[src/hdl/sha256_message_digest_core_macros.svh]
// assertion macros for the sha-256 core
`ifndef SHA256_MESSAGE_DIGEST_CORE_MACROS_SVH
`define SHA256_MESSAGE_DIGEST_CORE_MACROS_SVH
// property that must hold at every clock edge out of reset
`define SHA_ASSERT(label, prop, msg) \
	label: assert property (@(posedge clk) disable iff (!arst_n) (prop)) else $error(msg);
`endif

[src/hdl/sha256_pkg.sv]
// constants, types and round functions for the sha-256 core
package sha256_pkg;
	localparam int unsigned RoundCount = 64;
	localparam int unsigned BlockWords = 16;

	typedef logic [31:0] word_t;

	localparam word_t InitHash [8] = '{
		32'h6a09e667, 32'hbb67ae85, 32'h3c6ef372, 32'ha54ff53a,
		32'h510e527f, 32'h9b05688c, 32'h1f83d9ab, 32'h5be0cd19};

	localparam word_t RoundK [64] = '{
		32'h428a2f98, 32'h71374491, 32'hb5c0fbcf, 32'he9b5dba5,
		32'h3956c25b, 32'h59f111f1, 32'h923f82a4, 32'hab1c5ed5,
		32'hd807aa98, 32'h12835b01, 32'h243185be, 32'h550c7dc3,
		32'h72be5d74, 32'h80deb1fe, 32'h9bdc06a7, 32'hc19bf174,
		32'he49b69c1, 32'hefbe4786, 32'h0fc19dc6, 32'h240ca1cc,
		32'h2de92c6f, 32'h4a7484aa, 32'h5cb0a9dc, 32'h76f988da,
		32'h983e5152, 32'ha831c66d, 32'hb00327c8, 32'hbf597fc7,
		32'hc6e00bf3, 32'hd5a79147, 32'h06ca6351, 32'h14292967,
		32'h27b70a85, 32'h2e1b2138, 32'h4d2c6dfc, 32'h53380d13,
		32'h650a7354, 32'h766a0abb, 32'h81c2c92e, 32'h92722c85,
		32'ha2bfe8a1, 32'ha81a664b, 32'hc24b8b70, 32'hc76c51a3,
		32'hd192e819, 32'hd6990624, 32'hf40e3585, 32'h106aa070,
		32'h19a4c116, 32'h1e376c08, 32'h2748774c, 32'h34b0bcb5,
		32'h391c0cb3, 32'h4ed8aa4a, 32'h5b9cca4f, 32'h682e6ff3,
		32'h748f82ee, 32'h78a5636f, 32'h84c87814, 32'h8cc70208,
		32'h90befffa, 32'ha4506ceb, 32'hbef9a3f7, 32'hc67178f2};

	// handshake between sequencer and round unit
	typedef struct packed {
		logic start;
		logic busy;
	} round_ctl_t;

	function automatic word_t rotr(input word_t x, input int unsigned n);
		rotr = (x >> n) | (x << (32 - n));
	endfunction
endpackage

[src/hdl/sha256_message_digest_core.sv]
// Byte-serial SHA-256 core. Each transfer carries at most one message byte and may
// end the message. A byte that does not fill a block is taken without a stall; the
// byte that fills a block then holds the input stalled through start, 64 rounds at one
// round per cycle, and write-back. Ending the message pads byte by byte at one byte per
// cycle, pausing while each full block (one or two blocks) is compressed, then
// emits eight digest words, h0 first, one per transfer.
`include "sha256_message_digest_core_macros.svh"
module sha256_message_digest_core import sha256_pkg::*; (
	input  logic        clk,
	input  logic        arst_n,
	input  logic        valid_in,
	output logic        stall_in,
	input  logic [7:0]  data_byte,
	input  logic        byte_present,
	input  logic        message_end,
	output logic        valid_out,
	input  logic        stall_out,
	output logic [31:0] digest_word,
	output logic [2:0]  word_index,
	output logic        last_word
);
	localparam logic [2:0] StIdle = 3'd0, StComp = 3'd1, StWait = 3'd2,
		StPad = 3'd3, StOut = 3'd4;

	logic [2:0]  st_q, ret_q;
	word_t       blk_q [16];
	word_t       h_q [8];
	word_t       hout [8];
	logic [63:0] bits_q, len_q;
	logic [5:0]  fill_q;
	logic        end_q, start;
	logic        len_blk_q;
	logic [2:0]  oidx_q;
	logic [7:0]  pbyte;
	round_ctl_t  ctl;

	sha256_round u_round (.clk, .arst_n, .start, .blk(blk_q), .hin(h_q), .hout, .ctl);

	assign stall_in    = (st_q != StIdle);
	assign valid_out   = (st_q == StOut);
	assign digest_word = h_q[oidx_q];
	assign word_index  = oidx_q;
	assign last_word   = (oidx_q == 3'd7);
	assign start       = (st_q == StComp);

	always_comb begin
		// padding stream: marker, zeros, then length big-endian in the final block
		if (!end_q) pbyte = 8'h80;
		else if (len_blk_q && fill_q >= 6'd56) pbyte = len_q[8*(7-fill_q[2:0]) +: 8];
		else pbyte = 8'h00;
	end

	always_ff @(posedge clk or negedge arst_n) begin
		if (!arst_n) begin
			st_q      <= StIdle;
			ret_q     <= StIdle;
			fill_q    <= '0;
			bits_q    <= '0;
			len_q     <= '0;
			end_q     <= 1'b0;
			len_blk_q <= 1'b0;
			oidx_q    <= '0;
			h_q       <= InitHash;
			for (int i = 0; i < BlockWords; i++) blk_q[i] <= '0;
		end else begin
			unique case (st_q)
				StIdle: if (valid_in) begin
					if (byte_present) begin
						blk_q[fill_q[5:2]][8*(3-fill_q[1:0]) +: 8] <= data_byte;
						fill_q <= fill_q + 6'd1;
						bits_q <= bits_q + 64'd8;
					end
					if (message_end) begin
						len_q <= bits_q + (byte_present ? 64'd8 : 64'd0);
						end_q <= 1'b0;
						// marker lands before byte 56: the length fits in this block
						len_blk_q <= (fill_q + 6'(byte_present)) < 6'd56;
					end
					if (byte_present && fill_q == 6'd63) begin
						st_q  <= StComp;
						ret_q <= message_end ? StPad : StIdle;
					end else if (message_end) st_q <= StPad;
				end
				StComp: st_q <= StWait;
				StWait: if (!ctl.busy) begin
					h_q  <= hout;
					st_q <= ret_q;
				end
				StPad: begin
					blk_q[fill_q[5:2]][8*(3-fill_q[1:0]) +: 8] <= pbyte;
					fill_q <= fill_q + 6'd1;
					end_q  <= 1'b1;
					if (fill_q == 6'd63) begin
						st_q      <= StComp;
						ret_q     <= (end_q && len_blk_q) ? StOut : StPad;
						len_blk_q <= 1'b1;
					end
				end
				StOut: if (!stall_out) begin
					oidx_q <= oidx_q + 3'd1;
					if (oidx_q == 3'd7) begin
						st_q   <= StIdle;
						h_q    <= InitHash;
						bits_q <= '0;
						fill_q <= '0;
						end_q  <= 1'b0;
						for (int i = 0; i < BlockWords; i++) blk_q[i] <= '0;
					end
				end
				default: st_q <= StIdle;
			endcase
		end
	end

	`SHA_ASSERT(a_no_accept_busy, !(st_q != StIdle && !stall_in), "accept while busy")
	`SHA_ASSERT(a_round_only_wait, !ctl.busy || st_q == StWait, "round unit busy outside wait")
	`SHA_ASSERT(a_last_idx, !(valid_out && last_word) || word_index == 3'd7, "last word index")
endmodule

[src/hdl/sha256_round.sv]
// single compression unit: rolling message schedule and one round per cycle
module sha256_round import sha256_pkg::*; (
	input  logic       clk,
	input  logic       arst_n,
	input  logic       start,
	input  word_t      blk [16],
	input  word_t      hin [8],
	output word_t      hout [8],
	output round_ctl_t ctl
);
	word_t      w_q [16];
	word_t      v_q [8];
	logic [5:0] rnd_q;
	logic       busy_q;
	word_t      s0, s1, wnew, t1, t2;

	always_comb begin
		s0   = rotr(w_q[1], 7) ^ rotr(w_q[1], 18) ^ (w_q[1] >> 3);
		s1   = rotr(w_q[14], 17) ^ rotr(w_q[14], 19) ^ (w_q[14] >> 10);
		wnew = w_q[0] + s0 + w_q[9] + s1;
		t1   = v_q[7] + (rotr(v_q[4], 6) ^ rotr(v_q[4], 11) ^ rotr(v_q[4], 25))
			+ ((v_q[4] & v_q[5]) ^ (~v_q[4] & v_q[6])) + RoundK[rnd_q] + w_q[0];
		t2   = (rotr(v_q[0], 2) ^ rotr(v_q[0], 13) ^ rotr(v_q[0], 22))
			+ ((v_q[0] & v_q[1]) ^ (v_q[0] & v_q[2]) ^ (v_q[1] & v_q[2]));
		for (int i = 0; i < 8; i++) hout[i] = hin[i] + v_q[i];
	end

	always_ff @(posedge clk or negedge arst_n) begin
		if (!arst_n) begin
			busy_q <= 1'b0;
			rnd_q  <= '0;
		end else if (start) begin
			busy_q <= 1'b1;
			rnd_q  <= '0;
		end else if (busy_q) begin
			rnd_q <= rnd_q + 6'd1;
			if (rnd_q == 6'(RoundCount - 1)) busy_q <= 1'b0;
		end
	end

	always_ff @(posedge clk) begin
		if (start) begin
			w_q <= blk;
			v_q <= hin;
		end else if (busy_q) begin
			for (int i = 0; i < 15; i++) w_q[i] <= w_q[i+1];
			w_q[15] <= wnew;
			v_q[7] <= v_q[6];
			v_q[6] <= v_q[5];
			v_q[5] <= v_q[4];
			v_q[4] <= v_q[3] + t1;
			v_q[3] <= v_q[2];
			v_q[2] <= v_q[1];
			v_q[1] <= v_q[0];
			v_q[0] <= t1 + t2;
		end
	end

	assign ctl.start = start;
	assign ctl.busy  = busy_q;
endmodule
[config.mk]
export PLATFORM = sky130hd
export DESIGN_NAME = sha256_message_digest_core
export DESIGN_NICKNAME = d
export VERILOG_FILES = /design/src/hdl/sha256_pkg.sv /design/src/hdl/sha256_message_digest_core.sv /design/src/hdl/sha256_round.sv
export VERILOG_INCLUDE_DIRS = /design/src /design/src/hdl
export SDC_FILE = /design/constraint.sdc
export NUM_CORES = 2
export LEC_CHECK = 0
export BUFFER_PORTS_ARGS = -buffer_cell sky130_fd_sc_hd__buf_2
export CAP_MARGIN = 20
export CORE_MARGIN = 4
export CORE_UTILIZATION = 62
export CTS_CLUSTER_SIZE = 28
export DETAILED_ROUTE_END_ITERATION = 10
export PLACE_DENSITY = 0.78
export SYNTH_ARGS = -nofsm -noshare
export SYNTH_HDL_FRONTEND = slang
export SYNTH_SLANG_ARGS = --single-unit
[constraint.sdc]
create_clock -name clk -period 22.9 [get_ports clk]
set_input_delay 3.435 -clock clk [delete_from_list [all_inputs] [get_ports clk]]
set_output_delay 3.435 -clock clk [all_outputs]
set_load 0.01 [all_outputs]
==> summary.txt <==
Timing
  – Final worst path period need: 10.16 ns
  – Fin Setup TNS: 0 ns
  – RSZ-0062 raised after global routing: false
  – Hold Vio Cnt, Final: 0
  – Max-slew headroom: 11.98%
  – Max Slew Vio Count: 0
  – Maximum clock rate: 98.39 MHz
  – Clk_skew: 0.06543 ns
  – Setup violators final: 0
  – Least-Margin Pin Slew: 1.320 ns
  – Fin crit share: 44.38%

Critical path
  – CP Max Fanout: 18
  – CP top delay family: compound AO/OA/AOI/OAI gates
  – CP peak stage delay: 0.87 ns
  – WP data arrival: 10.73 ns
  – Critical Path RT: 23.46 ns
  – Crit path kind: reg2reg
  – R2R Setup Slk: 12.74 ns
  – Crit. End Element: flop
  – Crit path buffers/inverters: 3
  – CP Launch Type: flop
  – Slowest-stage cell, CP: ha_1

Global routing
  – Initial antenna violation count: 14
  – Largest net degree at the start of global routing: 211
  – Congestion Overflow GR: 0
  – Vias in the first global route: 78300
  – GR Util met1: 50.25%
  – GRT Resource Usage Total: 39.82%
  – GR peak layer: met2
  – Grt met3 use: 7.845%
  – Global Route met2 Usage: 62.91%
  – First-pass GRT wire length: 492.3 mm

CTS
  – H-tree levels: 4
  – Post-CTS sizing: 0
  – Clk_lat worst skew: 0.84 ns
  – # clock sinks: 1681
  – Worst-path clk slew: 0.08 ns
  – Num CTS Buffers: 179
  – Postcts setup bufs: 0
  – Hold_buf cts: 0
  – CTS tree: built
  – CTS Buffer Depth: 3
  – Root buf cell: clkbuf_16

Routing
  – DRC viols: 0
  – Total iterations of the first detailed-routing run: 8
  – Routed vias/inst: 6.448
  – Routed wire per std cell: 26.28 microns
  – ANT nets after route: 1
  – Routed WL: 328.5 mm
  – Initial DRC Count: 9939
  – Detailed-route via count: 80610

Finish
  – Non-filler cells, final: 12500
  – Finished Cell Area: 105600 sq um
  – Net count, final: 10890
  – P&R area growth vs syn: 8.017%
  – Fin util: 67.53%
  – Layout cells sized above 1: 7.278%
  – FILL cells: 12050

Synthesis
  – Top post-synthesis cells by area: edfxtp_1, dfrtp_1, nand2_1
  – Post-synthesis register bit count: 1681
  – Most common library cells after synthesis: nand2_1, o21ai_0, dfrtp_1, edfxtp_1, a21oi_1
  – Cells after Synth: 10460
  – Avg Cell Area, Syn: 9.344 sq um
  – Async SR Flop Fraction: 54.31%
  – Synth top area share: 23.59%
  – Synth warn: 0
  – Sequential area share after synthesis: 47.13%
  – Syn nets: 11080
  – Top FF cell, synth: dfrtp_1
  – Most frequent cell after synthesis: nand2_1
  – Post-synth EDFFs: 768
  – Yosys top cell by area: edfxtp_1
  – Mapped Area: 97780 sq um
  – Yosys cell types: 96

Floorplanning
  – Die Ht: 405.1 microns
  – Row cnt: 145
  – Total Die Area: 164100 sq um
  – Initial core utilization: 62.52%
  – Die W: 405.1 microns
  – Core Area: 156400 sq um
  – I/O pin cnt: 52

Place
  – GPL Wtd Cong: 1.008
  – Hpwl dp: 231.2 mm
  – Placed Cells: 12150
  – Post-DP Area: 99530 sq um
  – Port-buffer cells: 51

Run
  – MaxCap Viol Count: 0

Status
  – Failing checks: antenna rules
  – Outcome: complete, but fails checks

Worst hold path
  – Hold Crit Class: reg2reg
## cells in the final DEF (no fill, tap or decap), types with 65 or more instances in the layout
cell type  netlist  final
clkbuf_16        0    184
xor2_1         275    275
xnor2_1        404    404
nor3_1          94     88
nor2_1         574    569
inv_1          305    305
ha_1           404    404
edfxtp_1       768    768
a21o_1         161    161
dfrtp_1        777    773
nand2_1       2915   2912
fa_1           195    195
clkbuf_1       470     65
buf_4            0     96
nand2b_1        71     70
nand3_1        336    336
dfstp_2        136    136
mux4_2          83     83
a21oi_1        610    610
o21ai_0        899    899
## final timing paths
| kind | start | to | depth (start not counted) |
|---|---|---|---|
| max | u_round.rnd_q[1] | u_round.v_q[254] | 33 |
| min | blk_q[389] | blk_q[389] | 2 |
| max reg2reg | u_round.rnd_q[1] | u_round.v_q[254] | 33 |
| min reg2reg | blk_q[389] | blk_q[389] | 2 |
| max in group asynchronous | arst_n | blk_q[338] | 7 |
| min in group asynchronous | arst_n | h_q[184] | 1 |
## flip-flops by register name (all words and copies together), names as in the netlist
signal / cells
bits_q: 61
blk_q: 512
end_q: 1
fill_q: 6
h_q: 256
len_blk_q: 1
len_q: 61
ret_q: 2
st_q: 3
u_round.busy_q: 1
u_round.rnd_q: 6
u_round.v_q: 256
u_round.w_q: 512
word_index: 3
## cell families (layout without fill, tap and decap cells)
logic type	after synthesis	in the layout	synth area share [%]
AOI/OAI and AO/OA	2183	2183	13.20
xor gates and xnor gates	679	679	6.082
adders and majority gates	625	625	9.429
buffers and inverters	834	799	3.222
DFF	1681	1681	47.13
muxes	174	174	2.898
other	0	15	0
and+or+nand+nor	4288	4288	18.04
## cell type report
cell class	instances	area [sq um]	share of cell area [%]
timing repair buffer	156	1159	1.097
clock buffer	275	5206	4.929
antenna	15	37.54	0.03554
tap	2058	2575	2.438
inverter	306	1149	1.088
multi-input combinational	7949	48650	46.07
clock inverter	62	742.0	0.7025
sequential	1681	46090	43.64
## worst register-to-register path: cells and delay by family (launching register included)
kind / cells / cell delay, ns
AO/OA/AOI/OAI: 17 / 3.79
AND/OR/NAND/NOR: 4 / 1.28
adder cells (fa/ha/maj): 7 / 3.46
XOR/XNOR: 2 / 0.32
flip-flops: 1 / 0.33
buffers and inverters: 3 / 0.74
## metal layers
metal / routed length (microns) / vias up
li1: - / 35610
met1: 120500 / 39430
met2: 150700 / 4372
met3: 30370 / 1197
met4: 26980 / 4
met5: 21 / -
## stage by stage
stage | hold WS, ns | setup WS [ns]
3_5_place_dp | 0.4700 | 12.84
5_1_grt | 0.5037 | 12.11
2_1_floorplan | 0.4483 | 2.742
4_1_cts | 0.4832 | 12.87
3_3_place_gp | 0.4601 | 12.87
6_report | 0.4773 | 12.74
Power is left out: the tool's default activity adds up to more than one toggle a clock period on the data nets, which glitch-free logic cannot reach.
